==> config.mk <==
export PLATFORM = sky130hd
export DESIGN_NAME = vtp_fifo
export DESIGN_NICKNAME = d
export VERILOG_FILES = /design/src/rtl/vtp_pkg.sv /design/src/rtl/vtp_fifo.sv
export SDC_FILE = /design/constraint.sdc
export NUM_CORES = 1
export LEC_CHECK = 0
export ABC_CLOCK_PERIOD_IN_PS = 11000
export BUFFER_PORTS_ARGS = -buffer_cell sky130_fd_sc_hd__buf_2
export CAP_MARGIN = 20
export CORE_MARGIN = 4
export CORE_UTILIZATION = 50
export DETAILED_ROUTE_END_ITERATION = 8
export PLACE_DENSITY = 0.82
export SLEW_MARGIN = 5
export SYNTH_ARGS = -nofsm -noshare
export SYNTH_HDL_FRONTEND = slang
export SYNTH_SLANG_ARGS = --single-unit
==> constraint.sdc <==
create_clock -name clk_i -period 11 [get_ports clk_i]
set_input_delay 2.75 -clock clk_i [delete_from_list [all_inputs] [get_ports clk_i]]
set_output_delay 2.75 -clock clk_i [all_outputs]
set_load 0.01 [all_outputs]
==> src/rtl/vtp_pkg.sv <==
// ----------------------------------------------------------------------------
// Vertex transform package
// Widths, codes, command and result types, and fixed-point helpers shared by
// the vertex transform and projection block.
// ----------------------------------------------------------------------------
`default_nettype none

package vtp_pkg;

  localparam int FRAC_BITS = 16;
  localparam int WORD_BITS = 32;
  localparam int IO_BITS   = 32;
  localparam int VD_W      = 15;
  localparam int CO_W      = 12;
  localparam int ANG_W     = 10;
  localparam int KIND_W    = 3;
  localparam int MODE_W    = 2;
  localparam int CFG_W     = 15;
  localparam int CFG_IDX_W = 1;

  // Accumulator and saturation headroom.
  localparam int EXT_W    = ((WORD_BITS > IO_BITS) ? WORD_BITS : IO_BITS) + 3;
  // Signed product of a matrix coordinate and the view distance.
  localparam int NUM_W    = WORD_BITS + VD_W + 1;
  // Magnitude of the scaled numerator fed to the divider.
  localparam int NUM_BITS = WORD_BITS + VD_W + FRAC_BITS;
  // Signed denominator depth plus view distance.
  localparam int DEN_W    = ((WORD_BITS > VD_W + FRAC_BITS + 1) ?
                             WORD_BITS : VD_W + FRAC_BITS + 1) + 1;
  // Projection sum width.
  localparam int PRJ_W    = ((CO_W + FRAC_BITS + 1 > IO_BITS + 2) ?
                             CO_W + FRAC_BITS + 1 : IO_BITS + 2) + 1;

  localparam int QUEUE_DEPTH = 2;
  localparam int QPTR_W      = 1;
  localparam int QCNT_W      = 2;

  localparam logic [VD_W-1:0] VD_RESET = VD_W'(500);
  localparam logic [CO_W-1:0] CO_RESET = CO_W'(300);

  // Input mode codes.
  localparam logic [MODE_W-1:0] MODE_IDENT   = 2'd0;
  localparam logic [MODE_W-1:0] MODE_COMPOSE = 2'd1;
  localparam logic [MODE_W-1:0] MODE_VERTEX  = 2'd2;

  // Elementary transform codes.
  localparam logic [KIND_W-1:0] KIND_TRANS   = 3'd0;
  localparam logic [KIND_W-1:0] KIND_ROT_X   = 3'd1;
  localparam logic [KIND_W-1:0] KIND_ROT_Y   = 3'd2;
  localparam logic [KIND_W-1:0] KIND_ROT_Z   = 3'd3;
  localparam logic [KIND_W-1:0] KIND_SHEAR_X = 3'd4;
  localparam logic [KIND_W-1:0] KIND_SHEAR_Y = 3'd5;
  localparam logic [KIND_W-1:0] KIND_SHEAR_Z = 3'd6;
  localparam logic [KIND_W-1:0] KIND_SCALE   = 3'd7;

  // Configuration register indexes.
  localparam logic [CFG_IDX_W-1:0] CFG_VIEW   = 1'd0;
  localparam logic [CFG_IDX_W-1:0] CFG_OFFSET = 1'd1;

  typedef logic signed [WORD_BITS-1:0] word_t;
  typedef logic signed [IO_BITS-1:0]   io_t;

  localparam word_t Q_ONE = word_t'(1) <<< FRAC_BITS;

  typedef enum logic [1:0] {
    OP_IDENT,
    OP_COMPOSE,
    OP_VERTEX
  } op_e;

  typedef struct packed {
    op_e                op;
    logic [KIND_W-1:0]  kind;
    word_t              sin_v;
    word_t              cos_v;
    word_t              arg_x;
    word_t              arg_y;
    word_t              arg_z;
  } cmd_t;

  typedef struct packed {
    io_t  screen_x;
    io_t  screen_y;
    io_t  depth;
    logic div_fault;
  } res_t;

  typedef logic [90:0][FRAC_BITS:0] sin_tab_t;

  // Saturate a wide signed value to the matrix word.
  function automatic word_t sat_word(input logic signed [EXT_W-1:0] v);
    logic signed [EXT_W-1:0] hi;
    logic signed [EXT_W-1:0] lo;
    logic signed [EXT_W-1:0] r;
    hi = (EXT_W'(1) <<< (WORD_BITS - 1)) - EXT_W'(1);
    lo = -hi - EXT_W'(1);
    r  = v;
    if (v > hi) r = hi;
    if (v < lo) r = lo;
    return word_t'(r);
  endfunction

  // Round a product magnitude to nearest (ties away from zero), saturate, sign.
  function automatic word_t mulq_term(input logic [2*WORD_BITS-1:0] p,
                                      input logic neg);
    logic [2*WORD_BITS:0]           t;
    logic [2*WORD_BITS-FRAC_BITS:0] r;
    logic [WORD_BITS-1:0]           lim;
    logic [WORD_BITS-1:0]           m;
    t   = {1'b0, p} + ((2*WORD_BITS+1)'(1) << (FRAC_BITS - 1));
    r   = t[2*WORD_BITS:FRAC_BITS];
    lim = {1'b0, {(WORD_BITS-1){1'b1}}} + WORD_BITS'(neg);
    if (r > (2*WORD_BITS-FRAC_BITS+1)'(lim)) m = lim;
    else m = r[WORD_BITS-1:0];
    return neg ? word_t'(-m) : word_t'(m);
  endfunction

  // Sine of a whole degree in 0..90, Taylor series in Q30, rounded to Q.FRAC.
  function automatic logic [FRAC_BITS:0] sin_deg(input int unsigned k);
    logic [63:0] x;
    logic [63:0] term;
    longint      sum;
    x    = (64'(k) * 64'd3373259426 + 64'd90) / 64'd180;
    term = x;
    sum  = longint'(x);
    term = (term * x) >> 30; term = (term * x) >> 30; term = term / 64'd6;
    sum  = sum - longint'(term);
    term = (term * x) >> 30; term = (term * x) >> 30; term = term / 64'd20;
    sum  = sum + longint'(term);
    term = (term * x) >> 30; term = (term * x) >> 30; term = term / 64'd42;
    sum  = sum - longint'(term);
    term = (term * x) >> 30; term = (term * x) >> 30; term = term / 64'd72;
    sum  = sum + longint'(term);
    term = (term * x) >> 30; term = (term * x) >> 30; term = term / 64'd110;
    sum  = sum - longint'(term);
    term = (term * x) >> 30; term = (term * x) >> 30; term = term / 64'd156;
    sum  = sum + longint'(term);
    if (sum < 0) sum = 0;
    return (FRAC_BITS+1)'((sum + (longint'(1) <<< (29 - FRAC_BITS))) >>> (30 - FRAC_BITS));
  endfunction

  function automatic sin_tab_t build_sin_tab();
    sin_tab_t t;
    for (int i = 0; i <= 90; i++) begin
      t[i] = sin_deg(i);
    end
    return t;
  endfunction

  localparam sin_tab_t SIN_TAB = build_sin_tab();

endpackage

`default_nettype wire

==> src/rtl/vtp_fifo.sv <==
// ----------------------------------------------------------------------------
// Vertex transform command queue
// Short queue of commands between the front end and the back end.
// ----------------------------------------------------------------------------
`default_nettype none

module vtp_fifo (
  input  wire logic          clk_i,
  input  wire logic          rst_ni,
  input  wire logic          push_i,
  input  wire vtp_pkg::cmd_t cmd_i,
  output logic               full_o,
  input  wire logic          pop_i,
  output logic               empty_o,
  output vtp_pkg::cmd_t      head_o
);
  import vtp_pkg::*;

  cmd_t              mem_q [QUEUE_DEPTH];
  logic [QPTR_W-1:0] wr_ptr_q, wr_ptr_d;
  logic [QPTR_W-1:0] rd_ptr_q, rd_ptr_d;
  logic [QCNT_W-1:0] count_q, count_d;

  assign full_o  = (count_q == QCNT_W'(QUEUE_DEPTH));
  assign empty_o = (count_q == '0);
  assign head_o  = mem_q[rd_ptr_q];

  always_comb begin
    wr_ptr_d = push_i ? wr_ptr_q + 1'b1 : wr_ptr_q;
    rd_ptr_d = pop_i  ? rd_ptr_q + 1'b1 : rd_ptr_q;
    count_d  = count_q;
    if (push_i && !pop_i) count_d = count_q + 1'b1;
    if (!push_i && pop_i) count_d = count_q - 1'b1;
  end

  always_ff @(posedge clk_i or negedge rst_ni) begin
    if (!rst_ni) begin
      wr_ptr_q <= '0;
      rd_ptr_q <= '0;
      count_q  <= '0;
    end else begin
      wr_ptr_q <= wr_ptr_d;
      rd_ptr_q <= rd_ptr_d;
      count_q  <= count_d;
    end
  end

  always_ff @(posedge clk_i) begin
    if (push_i) begin
      mem_q[wr_ptr_q] <= cmd_i;
    end
  end

endmodule

`default_nettype wire

==> results of run 1 <==
flip-flops by register name (all words and copies together), names as in the netlist:
name      flops
rd_ptr_q      1
mem_q       330
count_q       2
wr_ptr_q      1
per-stage QoR:
stage,hold slack (ns),instance area [sq um]
after floorplan,0.4555,12130
after global placement,0.4730,14090
after detailed placement,0.4810,14090
after CTS,0.4918,15220
after global routing,0.5103,15230
final,0.4976,15230
kinds of logic after synthesis:
family / Yosys count / synth area share, %
buf+inv: 19 / 1.536
xor+xnor: 5 / 0.3610
simple gates: 5 / 0.1960
flops: 334 / 82.49
mux: 165 / 15.31
fa+ha+maj: 1 / 0.1031
power by group:
part	internal (W)	switching, W
clock	0.000703	0.000442
sequential	0.00169	0.0000660
combinational	0.000483	0.000592
total	0.00288	0.00110
synth_stat cells:
cell type	number	share of area, %
sky130_fd_sc_hd__buf_6	14	1.3
sky130_fd_sc_hd__and2_1	1	0.052
sky130_fd_sc_hd__nor2_1	3	0.093
sky130_fd_sc_hd__buf_2	2	0.082
sky130_fd_sc_hd__dfrtp_1	4	0.82
sky130_fd_sc_hd__buf_4	2	0.12
sky130_fd_sc_hd__inv_1	1	0.031
sky130_fd_sc_hd__ha_1	1	0.10
sky130_fd_sc_hd__xor2_1	3	0.22
sky130_fd_sc_hd__xnor2_1	2	0.14
sky130_fd_sc_hd__edfxtp_1	330	82
sky130_fd_sc_hd__nor2b_1	1	0.052
sky130_fd_sc_hd__mux2_2	165	15
metal layers:
metal / share of wire [%] / routed length, microns
met1: 36 / 8602
met2: 52 / 12370
met3: 8.8 / 2090
met4: 3.0 / 707
met5: 0.050 / 12
final cells by class:
type                    count  area (sq um)  area share, %
clock buffers              41         940.9          6.178
repair buffers            341          1722          11.30
clock inverters            20         195.2          1.282
well taps                 319         399.1          2.621
flip-flops and latches    334         10010          65.75
inverters                   1         3.754        0.02465
diodes                      3         7.507        0.04929
multi-input cells         176          1948          12.79
worst paths after layout:
kind	start	to	slack [ns]	cells past startpoint
worst max-delay path	rd_ptr_q$_DFFE_PN0P_	head_o[16]	5.71	3
worst min-delay path	count_q[1]$_DFFE_PN0P_	count_q[1]$_DFFE_PN0P_	0.50	1
worst max register to register	wr_ptr_q$_DFFE_PN0P_	mem_q[0][21]$_DFFE_PP_	8.65	2
worst min register to register	count_q[1]$_DFFE_PN0P_	count_q[1]$_DFFE_PN0P_	0.50	1
max in group asynchronous	rst_ni	rd_ptr_q$_DFFE_PN0P_	8.81	1
min in group asynchronous	rst_ni	rd_ptr_q$_DFFE_PN0P_	2.05	1
==> out/results.txt, run 1 <==
The maximum number of pins on one net before global-route repair came out at 78. After floorplanning, the core was sized to cover 23680 sq um. The HPWL after detailed placement is 15660 microns. The number of vias per cell after detailed routing is 4.978, and the maximum VDD drop is 0.0001846 V. The portion of the clock cycle consumed by the worst path in the final layout was 48.09%. In the global route stage, met1 resource usage came out at 19.49%. Slowest cell on the critical path: sky130_fd_sc_hd__buf_4. For the pin with the worst max-slew slack, the measured transition is 1.015 ns. The signal on the critical path passes through buf_4 -> mux2_2 -> buf_2. The number of instances in the placed design is 1171, and the die extent in y is 163.8 microns. The min-delay analysis places its worst path in the category register to register.

The final standard cell count with taps included and fillers excluded is 1235, and the fraction of the core area covered by cells at the end of the flow is 64.31%. The ratio of cells with drive above 1 in the final layout is 61.01%, and the full die area is 26820 sq um. The number of nets with antenna violations after detailed routing came out at 0. Adding up every negative setup slack in the final design gives 0 ns.

Startpoint kind of the worst setup timing path: a register. Summed over all layers, the global routing overflow is 0. Along the worst path, the maximum fanout reaches 77.

The initial core utilization is 51.24%. In this run, the number of DRC markers left after iteration 0 of detailed routing was 364. The number of buffers on the longest clock path came out at 3. In this run the tightest slew margin relative to its limit is 32.34%. The longest individual stage delay on the worst path is 0.80 ns. Number of setup violations in the final report: 0. Relative to the synthesized area, the layout overhead comes to 25.51%. Yosys printed 0 warnings. The standby leakage power was 5.738 nW. In this run the tool buffered the top-level ports with 335 buffer cells.

TritonCTS built the clock tree. The ratio of total power to cell area is 261.2 nW/um^2. The run gives 8.25 ns as the required time reported for the critical path endpoint.

The layout has 1669 filler cells. The run finished with clean final reports. The quantity of hold-fixing buffers added after cts was 0; the post-synthesis cell area was 12130 sq um. Synthesis handed over a netlist of 529 instances. 336 I/O pins were placed. Subtracting the final worst setup slack from the clock period gives 5.290 ns. The clock drives 334 sinks.

The number of global-route vias before repair was 6701. For the met2 global-route usage, the log shows 30.46%. In this design, the largest share of critical-path delay is due to buffers and inverters. In this run the post-CTS setup repair buffer count came out at 0. The number of synthesized register bits works out to 334. The tree is rooted in a sky130_fd_sc_hd__clkbuf_16. Before CTS, the worst setup slack after placement is 6.072 ns.

For this run, the detailed router's first-pass iteration total came to 4. The final clock skew came out at 0.008129 ns. The tools report the initial antenna violation count as 4. After layout, the design draws a total of 0.003978 W. For this block, the routed nets add up to 23780 microns of wire. The all-layer global routing usage is 17.24%, and the average size of a mapped cell is 22.94 sq um.

Clock tree synthesis inserted a total of 34 buffers. Measured along the x axis, the die boundary spans 163.8 microns. The first-pass GRT wire length is 35780 microns. The routed layout has 6148 vias. Leaving out fill and tap cells, the most frequent cell in the layout is sky130_fd_sc_hd__buf_2. The insertion delay of the later-clocked pin in the worst-skew pair was 0.49 ns. The layer flagged by global routing as most heavily used is met2.

Post-CTS repair changed the size of 0 cells. The number of max-slew violations in the final report was 0; the count of maximum capacitance violations was 0. The critical path is of the register to output port type. Counting every net in the synthesized netlist gives 699.

Sequential elements use 82.49% of the synthesized area. Setup repair after global routing left no endpoint under its margin. Once routing completed, OpenROAD measured the worst setup slack at 5.710 ns. The placer congestion estimate was 0.7490; the count of different cell masters after synthesis was 13. Based on the critical path, the design can be clocked at up to 189.0 MHz. The final routed DRC violation total was 0.

The H-tree generated during clock tree synthesis spans 2 levels. In this run the core area contains 56 standard-cell rows. The data arrival time of the critical path is 2.54 ns. STA classifies the critical path endpoint as an output port.

The final hold violation count was 0; the total number of nets in the final design was 1058. In the layout the commonest cells are 335 x sky130_fd_sc_hd__buf_2, 330 x sky130_fd_sc_hd__edfxtp_1, 165 x sky130_fd_sc_hd__mux2_2. Dividing the detail-routed wire length by the instance count gives 19.26 microns. The critical path contains buffers and inverters numbering 2 combined. The met3 track demand over resource came out at 6.098%.

After clock tree synthesis, the clock-pin slew on the worst setup and hold paths is 0.06 ns.
(Power assumes the default switching activity.)
==> run 2: changes to the inputs <==
Settings changed: ABC_AREA set to 1, ABC_CLOCK_PERIOD_IN_PS 11000 to 5100, PLACE_DENSITY 0.82 to 0.81.
Clock period 11 ns to 5.1 ns, I/O delays scaled along.
==> run 2 against run 1 <==
  * Via count rose by 25%
  * Power rose by 120%
  * Global-route usage rose by 0.52 points
  * Die area rose by 6.2%
  * Critical path type unchanged
  * Critical endpoint is now head_o[137]
  * Largest power group unchanged
==> out/results.txt, run 2 <==
The run gives 3.83 ns (was 8.25 ns) as the required time reported for the critical path endpoint. The run gives 886 (was 529) as the number of cells produced by synthesis. The total clock buffers created by CTS was 34 (unchanged); the floorplan core area was 25330 sq um (was 23680 sq um).

The tools report the all-layer global routing usage as 17.76% (was 17.24%). The number of global-route vias before repair came out at 7872 (was 6701). For the via total after detailed routing, the log shows 7702 (was 6148).

The tools report the number of buffers on the longest clock path as 3 (unchanged). The sink of the worst hold path was count_q[1]$_DFFE_PN0P_ (unchanged). The initial core utilization came out at 51.06% (was 51.24%).

The most frequently used cell type in the post-synthesis netlist is sky130_fd_sc_hd__edfxtp_1 (unchanged). Final clock skew: 0.01668 ns (was 0.008129 ns). The quantity of hold-fixing buffers added after cts came out at 0 (unchanged).

The buffer count from post-CTS setup fixing is 0 (unchanged), and the clock-pin slew on the worst setup and hold paths is 0.06 ns (about the same). Top Registers: mem_q x330, count_q x2 (unchanged). For the number of synthesis warnings, the log shows 0 (unchanged). The critical path endpoint category is an output port (unchanged). The tools report the first-pass GRT wire length as 40260 microns (was 35780 microns). Largest cells by area after synthesis: sky130_fd_sc_hd__edfxtp_1 77%, sky130_fd_sc_hd__o21ai_2 6.6%, sky130_fd_sc_hd__inv_1 5.0%, sky130_fd_sc_hd__nand2_1 4.9%, sky130_fd_sc_hd__buf_6 2.2% (was sky130_fd_sc_hd__edfxtp_1 82%, sky130_fd_sc_hd__mux2_2 15%, sky130_fd_sc_hd__buf_6 1.3%, sky130_fd_sc_hd__dfrtp_1 0.82%, sky130_fd_sc_hd__xor2_1 0.22%).

For the initial DRC count, the log shows 524 (was 364). The post-layout minimum cycle time is 3.565 ns. Placer congestion estimate: 0.8091 (was 0.7490).

The worst hold path stage count was 2 (was 1); the largest fanout on the critical path was 78 (was 77). TritonCTS built the clock tree. Commonest cells after routing, fill and taps aside: 335 x sky130_fd_sc_hd__buf_2, 330 x sky130_fd_sc_hd__edfxtp_1, 170 x sky130_fd_sc_hd__inv_1, 170 x sky130_fd_sc_hd__nand2_1, 98 x sky130_fd_sc_hd__o21ai_2 (was 335 x sky130_fd_sc_hd__buf_2, 330 x sky130_fd_sc_hd__edfxtp_1, 165 x sky130_fd_sc_hd__mux2_2). For the post-route worst setup slack, the log shows 1.535 ns (was 5.710 ns). The number of fillers in the final layout was 1878 (was 1669); the fraction of registers with async set/reset was 1.198% (unchanged). The row count came out at 58 (was 56). The minimum setup slack among reg-to-reg paths came out at 3.06 ns (was 8.65 ns).

The reg-to-reg endpoint was mem_q[1][38]$_DFFE_PP_ (was mem_q[0][21]$_DFFE_PP_). The average wire per standard cell was 16.39 microns (was 19.26 microns). The die extent in y is 168.8 microns (was 163.8 microns), and the final hold violation count is 0 (unchanged). Top-area cell type share of the netlist area: 76.63% (was 81.67%). The post-cts gate resize count was 0 (unchanged). For the number of nets with antenna violations after detailed routing, the log shows 0 (unchanged).

The flow ran to the end, and the final reports show no timing, DRC or antenna violations. The full die area was 28500 sq um (was 26820 sq um); the slew of the pin with the lowest slew margin was 0.9109 ns (was 1.015 ns). Worst reg2reg path startpoint: wr_ptr_q$_DFFE_PN0P_ (unchanged).

Setup repair after global routing left no endpoint under its margin. The initial antenna violation count was 4 (unchanged); the average size of a mapped cell was 14.59 sq um (was 22.94 sq um). The run gives 0 (unchanged) as the final routed DRC violation total. For the deepest level of the CTS H-tree, the log shows 2 (unchanged). Portion of the clock cycle consumed by the worst path in the final layout: 69.90%. Prevailing post-synth register cell: sky130_fd_sc_hd__edfxtp_1 (unchanged).

Flip-flop count of the largest register, all copies and words added: 330 (unchanged). The maximum VDD drop came out at 0.0003943 V (was 0.0001846 V). The path type of the worst min-delay path is register to register (unchanged). The post-synth net total is 1056 (was 699). Hold path startpoint: count_q[1]$_DFFE_PN0P_ (unchanged). The total length of routed wires was 26040 microns (was 23780 microns). The data arrival time of the critical path is 2.29 ns (was 2.54 ns), and the area added between synthesis and finish is 22.57% (was 25.51%). The register bank with the most flops is mem_q (unchanged).

The count of cells along the worst register-to-register path is 3 (was 2), and the number of vias per cell after detailed routing is 4.850 (was 4.978). The count of input and output buffers came out at 335 (unchanged). The ratio of total power to cell area was 560.8 nW/um^2 (was 261.2 nW/um^2); the number of synthesized register bits was 334 (unchanged).

The tools report the count of different cell masters after synthesis as 17 (was 13). The clock sink total is 334 (unchanged), and the peak clock frequency supported by timing is 280.5 MHz. Overflow left after global routing: 0 (unchanged).

The startpoint kind of the worst setup timing path is a register (unchanged). The tools report the cell chosen for the clock root as sky130_fd_sc_hd__clkbuf_16 (unchanged). The tools report the standby leakage power as 6.762 nW (was 5.738 nW). The run gives 0.49 ns (about the same) as the insertion delay of the later-clocked pin in the worst-skew pair. The type of the worst setup path is register to output port (unchanged). For the worst-case setup slack after placement, the log shows 2.024 ns (was 6.072 ns). The run gives 18120 microns (was 15660 microns) as the detailed-placement wirelength estimate. Most used standard cells in the synthesized netlist: 330 x sky130_fd_sc_hd__edfxtp_1, 171 x sky130_fd_sc_hd__inv_1, 170 x sky130_fd_sc_hd__nand2_1, 98 x sky130_fd_sc_hd__o21ai_2, 40 x sky130_fd_sc_hd__o21ai_0 (was 330 x sky130_fd_sc_hd__edfxtp_1, 165 x sky130_fd_sc_hd__mux2_2, 14 x sky130_fd_sc_hd__buf_6, 4 x sky130_fd_sc_hd__dfrtp_1).

The run gives 0 (unchanged) as the number of setup violations in the final report. The most common cell after layout, fill and taps aside was sky130_fd_sc_hd__buf_2 (unchanged). The dominant cell type by area after synthesis is sky130_fd_sc_hd__edfxtp_1 (unchanged). The die span in x is 168.8 microns (was 163.8 microns), and the total number of nets in the final design is 1404 (was 1058). The run gives 5 (was 4) as the first-pass iteration count of the detailed router. The number of max-slew violations in the final report is 0 (unchanged), and the maximum number of pins on one net before global-route repair is 95 (was 78). The post-synthesis cell area was 12930 sq um (was 12130 sq um).

The relative slew slack is 39.27% (was 32.34%), and the count of maximum capacitance violations is 0 (unchanged). The ratio of cells with drive above 1 in the final layout is 39.28% (was 61.01%). The sequential cell area fraction in the yosys report was 77.41% (was 82.49%). The sum of negative setup slack came out at 0 ns (unchanged).

The count of boundary I/O pins is 336 (unchanged), and the number of enable-type register cells in the synthesized netlist is 330 (unchanged).
[run 2: cell count changes after synthesis, moves of 4 or more]
cell                       previous run  this run
sky130_fd_sc_hd__mux2_2             165         0
sky130_fd_sc_hd__nand2_1              0       170
sky130_fd_sc_hd__o21ai_1              0        27
sky130_fd_sc_hd__o21ai_0              0        40
sky130_fd_sc_hd__clkbuf_1             0         4
sky130_fd_sc_hd__buf_6               14        25
sky130_fd_sc_hd__o21ai_2              0        98
sky130_fd_sc_hd__inv_1                1       171
sky130_fd_sc_hd__buf_8                0         4
[run 2: per-layer routing]
metal  share of wire [%]  up-vias  track usage (%)
li1                    -     3729                -
met1                  36     3617            19.98
met2                  52      294            31.77
met3                 9.4       60            5.675
met4                 2.8        2            6.316
met5               0.046        -                0
[run 2: logic make-up (layout without fill, tap and decap cells)]
group,count (synthesis),count (layout),share of synthesized area [%]
buf+inv,208,577,7.954
compound gates,165,165,9.231
fa+ha+maj,1,1,0.09674
flops,334,334,77.41
xor+xnor,3,3,0.2032
other cells,0,3,0
simple gates,175,175,5.109
[run 2: where the power goes]
part | switching [W] | internal [W] | total [W]
registers | 0.000217 | 0.00364 | 0.00386
logic | 0.00177 | 0.000976 | 0.00274
clock network | 0.000928 | 0.00136 | 0.00229
[run 2: worst max-delay path by stage]
| stage | from | end | cells after the start |
|---|---|---|---|
| floorplan | push_i | mem_q[1][0]$_DFFE_PP_ | 2 |
| global placement | rd_ptr_q$_DFFE_PN0P_ | head_o[118] | 4 |
| detailed placement | rd_ptr_q$_DFFE_PN0P_ | head_o[134] | 4 |
| CTS | rd_ptr_q$_DFFE_PN0P_ | head_o[137] | 4 |
| global route | rd_ptr_q$_DFFE_PN0P_ | head_o[130] | 4 |
| finish | rd_ptr_q$_DFFE_PN0P_ | head_o[137] | 4 |
[run 2: final cells by class]
cell class	instances	area (sq um)	share of cell area [%]
inverters	171	646.9	4.081
repair buffers	349	1832	11.56
clock inverters	13	85.08	0.5368
flip-flops and latches	334	10010	63.18
diodes	3	7.507	0.04736
clock buffers	44	952.2	6.007
multi-input cells	344	1901	11.99
well taps	330	412.9	2.605
[run 2: critical path, stage by stage, from the launching register on]
cell	delay (ns)
sky130_fd_sc_hd__dfrtp_4	0.97
sky130_fd_sc_hd__buf_4	0.47
sky130_fd_sc_hd__nand2_1	0.13
sky130_fd_sc_hd__o21ai_2	0.07
sky130_fd_sc_hd__buf_2	0.14
[run 2: metrics by stage]
stage / std cells / util, % / area [sq um] / power, W / hold WS [ns]
after floorplan: 886 / - / 12940 / 0.005804 / 0.4631
after global placement: 1528 / 58.46 / 14810 / 0.006610 / 0.4837
after detailed placement: 1528 / 58.46 / 14810 / 0.006704 / 0.4927
after CTS: 1585 / 62.55 / 15840 / 0.009013 / 0.5078
after global routing: 1588 / 62.58 / 15850 / 0.009413 / 0.5336
final: 1588 / 62.58 / 15850 / 0.008890 / 0.5025
